## config.mk

```make
export PLATFORM = sky130hd
export DESIGN_NAME = iir_hilbert_transformer_top_flat
export DESIGN_NICKNAME = d
export VERILOG_FILES = /design/src/hw/rtl/iirh_pkg.sv /design/src/hw/rtl/iirh_in_if.sv /design/src/hw/rtl/iirh_out_if.sv /design/src/hw/rtl/iirh_ram.sv /design/src/hw/rtl/iirh_top.sv /design/src/flat_wrapper.sv
export SDC_FILE = /design/constraint.sdc
export NUM_CORES = 2
export LEC_CHECK = 0
export BUFFER_PORTS_ARGS = -buffer_cell sky130_fd_sc_hd__buf_2
export CAP_MARGIN = 20
export CELL_PAD_IN_SITES_DETAIL_PLACEMENT = 0
export CELL_PAD_IN_SITES_GLOBAL_PLACEMENT = 1
export CORE_MARGIN = 10
export CORE_UTILIZATION = 57
export DETAILED_ROUTE_END_ITERATION = 10
export PLACE_DENSITY = 0.95
export SLEW_MARGIN = 20
export SYNTH_ARGS = -nofsm -noshare
export SYNTH_HDL_FRONTEND = slang
export SYNTH_SLANG_ARGS = --single-unit
```

## constraint.sdc

```tcl
create_clock -name clk -period 25.7 [get_ports clk]
set_clock_uncertainty 0.15 [all_clocks]
set_input_delay 2.57 -clock clk [delete_from_list [all_inputs] [get_ports clk]]
set_output_delay 2.57 -clock clk [all_outputs]
set_load 0.02 [all_outputs]
```

## src/hw/rtl/iirh_pkg.sv

```systemverilog
// iirh_pkg: shared constants for the iir hilbert transformer
// section coefficients, fixed-point widths and sequencer indexes; no dependencies
`default_nettype none

package iirh_pkg;

    localparam int SAMPLE_BITS_DEF = 16;
    localparam int STATE_BITS_DEF  = 28;

    // internal values carry the sample shifted left by this many bits
    localparam int GUARD_BITS = 3;

    localparam int COEF_FRAC = 18;
    localparam int COEF_BITS = 18;

    localparam int NUM_SECTIONS = 8;
    localparam int SEC_W        = 3;

    // last section of the real cascade and of the imaginary cascade
    localparam logic [SEC_W-1:0] REAL_LAST_SEC = 3'd3;
    localparam logic [SEC_W-1:0] LAST_SEC      = 3'd7;
    localparam logic [SEC_W-1:0] FIRST_SEC     = 3'd0;

    // allpass coefficients c = a^2, 18 fraction bits, real sections then imaginary
    localparam logic [COEF_BITS-1:0] SEC_COEF [NUM_SECTIONS] = '{
        18'd42404,  18'd192159, 18'd247818, 18'd259679,
        18'd125672, 18'd229695, 18'd256010, 18'd261489
    };

endpackage

`default_nettype wire

```

## src/hw/rtl/iirh_in_if.sv

```systemverilog
// iirh_in_if: sample channel of the iir hilbert transformer
// valid/ready handshake with one signed sample; uses iirh_pkg for the default width
`default_nettype none

interface iirh_in_if #(
    parameter int SAMPLE_BITS = iirh_pkg::SAMPLE_BITS_DEF
);
    logic                          valid;
    logic                          ready;
    logic signed [SAMPLE_BITS-1:0] sample_in;

    modport source (output valid, output sample_in, input ready);
    modport sink   (input valid, input sample_in, output ready);
endinterface

`default_nettype wire

```

## src/hw/rtl/iirh_out_if.sv

```systemverilog
// iirh_out_if: result channel of the iir hilbert transformer
// valid/ready handshake with the quadrature pair; uses iirh_pkg for the default width
`default_nettype none

interface iirh_out_if #(
    parameter int SAMPLE_BITS = iirh_pkg::SAMPLE_BITS_DEF
);
    logic                          valid;
    logic                          ready;
    logic signed [SAMPLE_BITS-1:0] real_out;
    logic signed [SAMPLE_BITS-1:0] imag_out;

    modport source (output valid, output real_out, output imag_out, input ready);
    modport sink   (input valid, input real_out, input imag_out, output ready);
endinterface

`default_nettype wire

```

## src/hw/rtl/iirh_ram.sv

```systemverilog
// iirh_ram: generic single-write, single-read ram with registered read data
// no dependencies
`default_nettype none

module iirh_ram #(
    parameter int WIDTH = 28,
    parameter int DEPTH = 8
) (
    input  wire logic                     clk,
    input  wire logic                     wr_en,
    input  wire logic [$clog2(DEPTH)-1:0] wr_addr,
    input  wire logic [WIDTH-1:0]         wr_data,
    input  wire logic                     rd_en,
    input  wire logic [$clog2(DEPTH)-1:0] rd_addr,
    output logic      [WIDTH-1:0]         rd_data
);

    logic [WIDTH-1:0] mem [DEPTH];

    always_ff @(posedge clk)
    begin
        if (wr_en)
        begin
            mem[wr_addr] <= wr_data;
        end
        if (rd_en)
        begin
            rd_data <= mem[rd_addr];
        end
    end

endmodule

`default_nettype wire

```

## src/hw/rtl/iirh_top.sv

```systemverilog
// iir_hilbert_transformer_top: each accepted sample gives one quadrature pair.
// The real output is the sample through four second-order allpass sections, the
// imaginary output is the previous sample through four more, all in direct form II
// with saturating 28-bit state and rounded 16-bit outputs. One shared multiplier
// serves all eight sections; each section multiplies by w[n-2], adds, multiplies by
// w and adds the output; the section state w[n-1] and w[n-2] sits in two 8-entry
// rams read one section ahead. After its transfer an item passes a start state,
// the eight sections, the handover of the pair to the output register and a return
// to idle, and no new sample is taken before that return. The result waits in an
// output register so the next sample is taken while it is unread; the handover
// stage stalls only while the previous result is still unread. Depends on iirh_pkg,
// iirh_in_if, iirh_out_if and iirh_ram.
`default_nettype none

module iir_hilbert_transformer_top #(
    parameter int SAMPLE_BITS = iirh_pkg::SAMPLE_BITS_DEF,
    parameter int STATE_BITS  = iirh_pkg::STATE_BITS_DEF
) (
    input wire logic  clk,
    input wire logic  rst_n,
    iirh_in_if.sink   sample_ch,
    iirh_out_if.source result_ch
);

    localparam int GUARD  = iirh_pkg::GUARD_BITS;
    localparam int CFRAC  = iirh_pkg::COEF_FRAC;
    localparam int CBITS  = iirh_pkg::COEF_BITS;
    localparam int SEC_W  = iirh_pkg::SEC_W;
    localparam int PROD_W = STATE_BITS + CBITS + 1;
    localparam int RND_W  = PROD_W + 1 - CFRAC;
    localparam int OUT_W  = STATE_BITS + 1 - GUARD;
    localparam int SAT_W  = ((STATE_BITS + 4) > (SAMPLE_BITS + GUARD + 4)) ?
                            (STATE_BITS + 4) : (SAMPLE_BITS + GUARD + 4);

    localparam logic [PROD_W:0] PROD_HALF =
        {{(PROD_W - CFRAC + 1){1'b0}}, 1'b1, {(CFRAC - 1){1'b0}}};
    localparam logic [STATE_BITS:0] OUT_HALF =
        {{(STATE_BITS - GUARD + 1){1'b0}}, 1'b1, {(GUARD - 1){1'b0}}};

    typedef enum logic [2:0] {
        S_IDLE,
        S_MUL1,
        S_ADDW,
        S_MUL2,
        S_ADDY,
        S_DONE
    } state_t;

    function automatic logic [STATE_BITS-1:0] sat_state(input logic [SAT_W-1:0] v);
        logic [SAT_W-STATE_BITS:0] top;
        top = v[SAT_W-1:STATE_BITS-1];
        if (&top || ~|top)
            sat_state = v[STATE_BITS-1:0];
        else if (v[SAT_W-1])
            sat_state = {1'b1, {(STATE_BITS-1){1'b0}}};
        else
            sat_state = {1'b0, {(STATE_BITS-1){1'b1}}};
    endfunction

    function automatic logic [SAMPLE_BITS-1:0] sat_sample(input logic [SAT_W-1:0] v);
        logic [SAT_W-SAMPLE_BITS:0] top;
        top = v[SAT_W-1:SAMPLE_BITS-1];
        if (&top || ~|top)
            sat_sample = v[SAMPLE_BITS-1:0];
        else if (v[SAT_W-1])
            sat_sample = {1'b1, {(SAMPLE_BITS-1){1'b0}}};
        else
            sat_sample = {1'b0, {(SAMPLE_BITS-1){1'b1}}};
    endfunction

    // round(prod / 2^frac), ties up, sign-extended to the working width
    function automatic logic [SAT_W-1:0] round_prod(input logic [PROD_W-1:0] p);
        logic [PROD_W:0]  sum;
        logic [RND_W-1:0] r;
        sum = {p[PROD_W-1], p} + PROD_HALF;
        r = sum[PROD_W:CFRAC];
        round_prod = {{(SAT_W-RND_W){r[RND_W-1]}}, r};
    endfunction

    function automatic logic [SAT_W-1:0] sext_state(input logic [STATE_BITS-1:0] v);
        sext_state = {{(SAT_W-STATE_BITS){v[STATE_BITS-1]}}, v};
    endfunction

    // sample scaled by the guard bits, saturated into the state range
    function automatic logic [STATE_BITS-1:0] in_conv(input logic [SAMPLE_BITS-1:0] s);
        logic [SAT_W-1:0] v;
        v = {{(SAT_W-SAMPLE_BITS-GUARD){s[SAMPLE_BITS-1]}}, s, {GUARD{1'b0}}};
        in_conv = sat_state(v);
    endfunction

    function automatic logic [SAMPLE_BITS-1:0] out_conv(input logic [STATE_BITS-1:0] v);
        logic [STATE_BITS:0] sum;
        logic [OUT_W-1:0]    r;
        sum = {v[STATE_BITS-1], v} + OUT_HALF;
        r = sum[STATE_BITS:GUARD];
        out_conv = sat_sample({{(SAT_W-OUT_W){r[OUT_W-1]}}, r});
    endfunction

    state_t                          state_reg;
    logic [SEC_W-1:0]                sec_reg;
    logic [iirh_pkg::NUM_SECTIONS-1:0] sec_valid_reg;
    logic                            rd_valid_reg;
    logic                            out_valid_reg;
    logic [SAMPLE_BITS-1:0]          real_out_reg;
    logic [SAMPLE_BITS-1:0]          imag_out_reg;
    logic [SAMPLE_BITS-1:0]          delayed_reg;

    logic [SAMPLE_BITS-1:0]          cur_reg;
    logic [SAMPLE_BITS-1:0]          real_res_reg;
    logic [STATE_BITS-1:0]           x_reg;
    logic [STATE_BITS-1:0]           w_reg;
    logic [STATE_BITS-1:0]           w1_reg;
    logic [STATE_BITS-1:0]           w2_reg;
    logic signed [PROD_W-1:0]        prod_reg;

    logic                            in_xfer;
    logic                            out_xfer;
    logic                            out_free;
    logic [SEC_W-1:0]                sec_inc;
    logic                            ram_wr_en;
    logic                            ram_rd_en;
    logic [SEC_W-1:0]                ram_rd_addr;
    logic [STATE_BITS-1:0]           ram_a_rdata;
    logic [STATE_BITS-1:0]           ram_b_rdata;
    logic [STATE_BITS-1:0]           w1_rd;
    logic [STATE_BITS-1:0]           w2_rd;
    logic signed [CBITS:0]           mul_coef;
    logic signed [STATE_BITS-1:0]    mul_data;
    logic signed [PROD_W-1:0]        prod_next;
    logic [STATE_BITS-1:0]           w_next;
    logic [STATE_BITS-1:0]           y_next;

    assign in_xfer  = sample_ch.valid && sample_ch.ready;
    assign out_xfer = result_ch.valid && result_ch.ready;
    assign out_free = !out_valid_reg || result_ch.ready;
    assign sec_inc  = sec_reg + SEC_W'(1);

    assign sample_ch.ready    = (state_reg == S_IDLE);
    assign result_ch.valid    = out_valid_reg;
    assign result_ch.real_out = real_out_reg;
    assign result_ch.imag_out = imag_out_reg;

    // w[n-1] in ram a, w[n-2] in ram b, both written back in the second multiply step
    assign ram_wr_en   = (state_reg == S_MUL2);
    assign ram_rd_en   = in_xfer || ((state_reg == S_MUL2) && (sec_reg != iirh_pkg::LAST_SEC));
    assign ram_rd_addr = (state_reg == S_IDLE) ? iirh_pkg::FIRST_SEC : sec_inc;

    iirh_ram #(
        .WIDTH (STATE_BITS),
        .DEPTH (iirh_pkg::NUM_SECTIONS)
    ) u_ram_a (
        .clk     (clk),
        .wr_en   (ram_wr_en),
        .wr_addr (sec_reg),
        .wr_data (w_reg),
        .rd_en   (ram_rd_en),
        .rd_addr (ram_rd_addr),
        .rd_data (ram_a_rdata)
    );

    iirh_ram #(
        .WIDTH (STATE_BITS),
        .DEPTH (iirh_pkg::NUM_SECTIONS)
    ) u_ram_b (
        .clk     (clk),
        .wr_en   (ram_wr_en),
        .wr_addr (sec_reg),
        .wr_data (w1_reg),
        .rd_en   (ram_rd_en),
        .rd_addr (ram_rd_addr),
        .rd_data (ram_b_rdata)
    );

    // a section never written since reset reads as zero
    assign w1_rd = rd_valid_reg ? ram_a_rdata : '0;
    assign w2_rd = rd_valid_reg ? ram_b_rdata : '0;

    always_comb
    begin
        case (state_reg)
            S_MUL2:
            begin
                mul_coef = {1'b0, iirh_pkg::SEC_COEF[sec_reg]};
                mul_data = w_reg;
            end
            S_ADDY:
            begin
                mul_coef = {1'b0, iirh_pkg::SEC_COEF[sec_inc]};
                mul_data = w2_rd;
            end
            default:
            begin
                mul_coef = {1'b0, iirh_pkg::SEC_COEF[sec_reg]};
                mul_data = w2_rd;
            end
        endcase
    end

    assign prod_next = mul_coef * mul_data;
    assign w_next    = sat_state(sext_state(x_reg) + round_prod(prod_reg));
    assign y_next    = sat_state(round_prod(prod_reg) - sext_state(w2_reg));

    always_ff @(posedge clk or negedge rst_n)
    begin
        if (!rst_n)
        begin
            state_reg     <= S_IDLE;
            sec_reg       <= iirh_pkg::FIRST_SEC;
            sec_valid_reg <= '0;
            rd_valid_reg  <= 1'b0;
            out_valid_reg <= 1'b0;
            real_out_reg  <= '0;
            imag_out_reg  <= '0;
            delayed_reg   <= '0;
        end
        else
        begin
            if (ram_rd_en)
            begin
                rd_valid_reg <= sec_valid_reg[ram_rd_addr];
            end
            // in the handover stage a new pair replaces the one being taken
            if (out_xfer && (state_reg != S_DONE))
            begin
                out_valid_reg <= 1'b0;
            end
            case (state_reg)
                S_IDLE:
                begin
                    if (in_xfer)
                    begin
                        sec_reg   <= iirh_pkg::FIRST_SEC;
                        state_reg <= S_MUL1;
                    end
                end
                S_MUL1:
                begin
                    state_reg <= S_ADDW;
                end
                S_ADDW:
                begin
                    state_reg <= S_MUL2;
                end
                S_MUL2:
                begin
                    sec_valid_reg[sec_reg] <= 1'b1;
                    state_reg              <= S_ADDY;
                end
                S_ADDY:
                begin
                    if (sec_reg == iirh_pkg::REAL_LAST_SEC)
                    begin
                        delayed_reg <= cur_reg;
                    end
                    if (sec_reg == iirh_pkg::LAST_SEC)
                    begin
                        state_reg <= S_DONE;
                    end
                    else
                    begin
                        sec_reg   <= sec_inc;
                        state_reg <= S_ADDW;
                    end
                end
                S_DONE:
                begin
                    if (out_free)
                    begin
                        real_out_reg  <= real_res_reg;
                        imag_out_reg  <= out_conv(x_reg);
                        out_valid_reg <= 1'b1;
                        state_reg     <= S_IDLE;
                    end
                end
                default:
                begin
                    state_reg <= S_IDLE;
                end
            endcase
        end
    end

    always_ff @(posedge clk)
    begin
        case (state_reg)
            S_IDLE:
            begin
                if (in_xfer)
                begin
                    cur_reg <= sample_ch.sample_in;
                    x_reg   <= in_conv(sample_ch.sample_in);
                end
            end
            S_MUL1:
            begin
                prod_reg <= prod_next;
                w1_reg   <= w1_rd;
                w2_reg   <= w2_rd;
            end
            S_ADDW:
            begin
                w_reg <= w_next;
            end
            S_MUL2:
            begin
                prod_reg <= prod_next;
            end
            S_ADDY:
            begin
                // first multiply of the next section overlaps the output add
                prod_reg <= prod_next;
                w1_reg   <= w1_rd;
                w2_reg   <= w2_rd;
                if (sec_reg == iirh_pkg::REAL_LAST_SEC)
                begin
                    real_res_reg <= out_conv(y_next);
                    x_reg        <= in_conv(delayed_reg);
                end
                else
                begin
                    x_reg <= y_next;
                end
            end
            default:
            begin
            end
        endcase
    end

`ifndef NO_ASSERTIONS
    a_done_after_last: assert property (@(posedge clk) disable iff (!rst_n)
        (state_reg == S_DONE) |-> (sec_reg == iirh_pkg::LAST_SEC))
        else $error("result stage reached before the last section");

    a_no_rw_overlap: assert property (@(posedge clk) disable iff (!rst_n)
        (ram_wr_en && ram_rd_en) |-> (ram_rd_addr != sec_reg))
        else $error("section read and write-back hit the same entry");

    a_result_from_done: assert property (@(posedge clk) disable iff (!rst_n)
        $rose(out_valid_reg) |-> ($past(state_reg) == S_DONE))
        else $error("result raised outside the result stage");

    a_busy_after_xfer: assert property (@(posedge clk) disable iff (!rst_n)
        in_xfer |=> !sample_ch.ready)
        else $error("sample taken while a pass is running");
`endif

endmodule

`default_nettype wire
```

## src/flat_wrapper.sv

```systemverilog
// flat-port wrapper written by rule: the top's interface ports become plain ports
module iir_hilbert_transformer_top_flat 
#(
    parameter int SAMPLE_BITS = iirh_pkg::SAMPLE_BITS_DEF,
    parameter int STATE_BITS  = iirh_pkg::STATE_BITS_DEF
)
  (clk, rst_n, sample_ch_valid, sample_ch_sample_in, sample_ch_ready, result_ch_valid, result_ch_real_out, result_ch_imag_out, result_ch_ready);
  iirh_in_if #(.SAMPLE_BITS(SAMPLE_BITS)) sample_ch_i ();
  iirh_out_if #(.SAMPLE_BITS(SAMPLE_BITS)) result_ch_i ();
  input wire logic clk;
  input wire logic rst_n;
  input wire logic [$bits(sample_ch_i.valid)-1:0] sample_ch_valid;
  input wire logic [$bits(sample_ch_i.sample_in)-1:0] sample_ch_sample_in;
  output wire logic [$bits(sample_ch_i.ready)-1:0] sample_ch_ready;
  output wire logic [$bits(result_ch_i.valid)-1:0] result_ch_valid;
  output wire logic [$bits(result_ch_i.real_out)-1:0] result_ch_real_out;
  output wire logic [$bits(result_ch_i.imag_out)-1:0] result_ch_imag_out;
  input wire logic [$bits(result_ch_i.ready)-1:0] result_ch_ready;
  assign sample_ch_i.valid = sample_ch_valid;
  assign sample_ch_i.sample_in = sample_ch_sample_in;
  assign sample_ch_ready = sample_ch_i.ready;
  assign result_ch_valid = result_ch_i.valid;
  assign result_ch_real_out = result_ch_i.real_out;
  assign result_ch_imag_out = result_ch_i.imag_out;
  assign result_ch_i.ready = result_ch_ready;
  iir_hilbert_transformer_top #(.SAMPLE_BITS(SAMPLE_BITS), .STATE_BITS(STATE_BITS)) u_core (.clk(clk), .rst_n(rst_n), .sample_ch(sample_ch_i), .result_ch(result_ch_i));
endmodule
```

==> results.yml <==
clock_tree:
  clockBufferDepth: 3
  cts_made_buffers: 71
  cts_setup_buffers: 0
  cts_max_level: 3
  ctsResizeCount: 0
  ctsHoldBuffers: 0
  cts.clk_slew.worst_paths_ns: 0.06
  root_buffer: "clkbuf_16"
  cts_tree: "built"
  cts.sink_count: 742
  clock_latency_ns: 0.63
setup_path:
  cp-end-kind: "register"
  worst_path_max_delay_cell: "dfrtp_4"
  required_ns: 25.92
  slowest_delay_ns: 0.98
  crit_path_max_fanout: 57
  crit_top_cell: "fa_1"
  critPathLaunchType: "register"
  worstSetupPathType: "reg2reg"
  critPathArrivalTime_ns: 10.97
synth:
  synth-seq-cells: 742
  yosysMostFrequentCell: "edfxtp_1"
  syn_nets: 5108
  yosys.area.top_type: "edfxtp_1"
  ys_warn_count: 0
  syn_area_sq_um: 50700
  synth_seq_area_share_pct: 43.3
  async_flop_share_pct: 8.63
  synth_edf_count: 678
  synth_common_cells: "edfxtp_1, inv_1, fa_1, nand2_1, nor2_1"
  synth_cell_type_count: 97
  syn_area_per_cell_sq_um: 11.5
  yosys.area.top_type_share_pct: 40.2
  syn_inst: 4407
  synth_ff_type: "edfxtp_1"
  synth_area_leaders: "edfxtp_1, fa_1, inv_1, ha_1, dfrtp_1"
place:
  place_congestion: 0.926
  io_buffers: 53
  dp_cells: 5517
  pre_cts_slack_ns: 15.03
  hpwlAfterDp_um: 93900
timing:
  hold_viol_final: 0
  timing.final.ws_setup_ns: 14.95
  rsz0062_at_grt: "false"
  setup_viol: 0
  relSlewSlack_pct: 24.8
  clock.fmax_ghz: 0.0930
  drv_slew: 0
  finalSetupTns_ns: 0
  finalCritPeriodShare_pct: 41.8
  fin_crit_ns: 10.75
  tightest_slew_ns: 1.12
drt:
  drtAntennaViolNets: 0
  via_count: 34403
  drt_iter0_drc: 3793
  via_per_inst: 6.09
  wl_per_cell_um: 24.0
  first_pass_iters: 7
  routed_wl_um: 136000
  drcViolationCount: 0
die:
  die_x_um: 318
  core_sq_um: 88200
  ios: 54
  rows: 109
  start_util_pct: 57.4
  die_area_sq_um: 101000
  die_height_um: 318
finish:
  area_growth_pct: 8.14
  fin_nets: 5128
  final_core_util_pct: 62.1
  antenna_cells: 0
  drive_above_1_share_pct: 10.1
  stdcell_count: 5646
flow_run:
  max_cap_viol_count: 0
grt:
  overflow: 0
  antenna_found_initial: 0
  grt_pass1_vias: 35206
  grt.total_usage_pct: 26.5
  grt_pass1_wl_um: 208000
  grt_max_degree: 75
min_path:
  hold_class: "reg2reg"
run_status:
  outcome: "finished clean"
## layout make-up
type	count	area (sq um)
well taps	1165	1460
repair buffers	132	871
multi-input cells	2810	25600
inverters	670	2510
clock inverters	40	463
fillers	6600	33500
flip-flops and latches	742	22000
clock buffers	87	1870
## stage by stage
stage          instance area [sq um]  hold WS [ns]
2_1_floorplan                  50700         0.284
3_3_place_gp                   52400         0.298
3_5_place_dp                   52400         0.309
4_1_cts                        54800         0.323
5_1_grt                        54800         0.333
6_report                       54800         0.319
## path summary, 6_finish.rpt
kind                       cells after the start                       to                     from  slack, ns
max                                           28      u_core.prod_reg[46]        u_core.sec_reg[0]      14.95
min                                            1  u_core.sec_valid_reg[2]  u_core.sec_valid_reg[2]       0.32
max reg2reg                                   28      u_core.prod_reg[46]        u_core.sec_reg[0]      14.95
min reg2reg                                    1  u_core.sec_valid_reg[2]  u_core.sec_valid_reg[2]       0.32
max in group asynchronous                      2        u_core.sec_reg[0]                    rst_n      22.69
min in group asynchronous                      2  u_core.sec_valid_reg[1]                    rst_n       2.00
## cells in the final DEF, fill, tap and decap left out, drive strengths merged, types with 46 or more instances in the layout
cell type and instances:
xnor2 77, nand3 47, inv 666, dfrtp 64, nor2 400, and2 46, mux4 57, buf 132
edfxtp 678, mux2 75, a21oi 166, clkbuf 87, xor2 58, nand2 408, o21ai 247, mux2i 56
ha 188, nand2b 53, fa 493
## layer usage
layer / vias to the layer above / track usage, % / part of all wire, % / routed length (um)
li1: 14881 / - / - / -
met1: 17209 / 35.3 / 39 / 52800
met2: 1961 / 42.8 / 47 / 64000
met3: 352 / 4.71 / 9.5 / 12900
met4: 0 / 11.2 / 4.3 / 5890
met5: - / 0 / 0 / 0
## logic make-up (layout without fill, tap and decap cells)
logic type,after synthesis,after routing,share of synthesized area [%]
multiplexers,188,188,5.31
AND/OR/NAND/NOR,1130,1130,9.92
buffers and inverters,855,929,6.41
XOR/XNOR,135,135,2.35
AO/OA/AOI/OAI,676,676,8.55
flip-flops,742,742,43.3
adder cells (fa/ha/maj),681,681,24.1
## critical path: cells and delay by family, from the launching register on
family / cells / cell delay, ns
adder cells (fa/ha/maj): 8 / 3.79
XOR/XNOR: 1 / 0.13
AO/OA/AOI/OAI: 11 / 3.82
buffers and inverters: 3 / 0.15
AND/OR/NAND/NOR: 5 / 1.44
flip-flops: 1 / 0.98
Power is left out: the tool's default activity adds up to more than one toggle a clock period on the data nets, which glitch-free logic cannot reach.
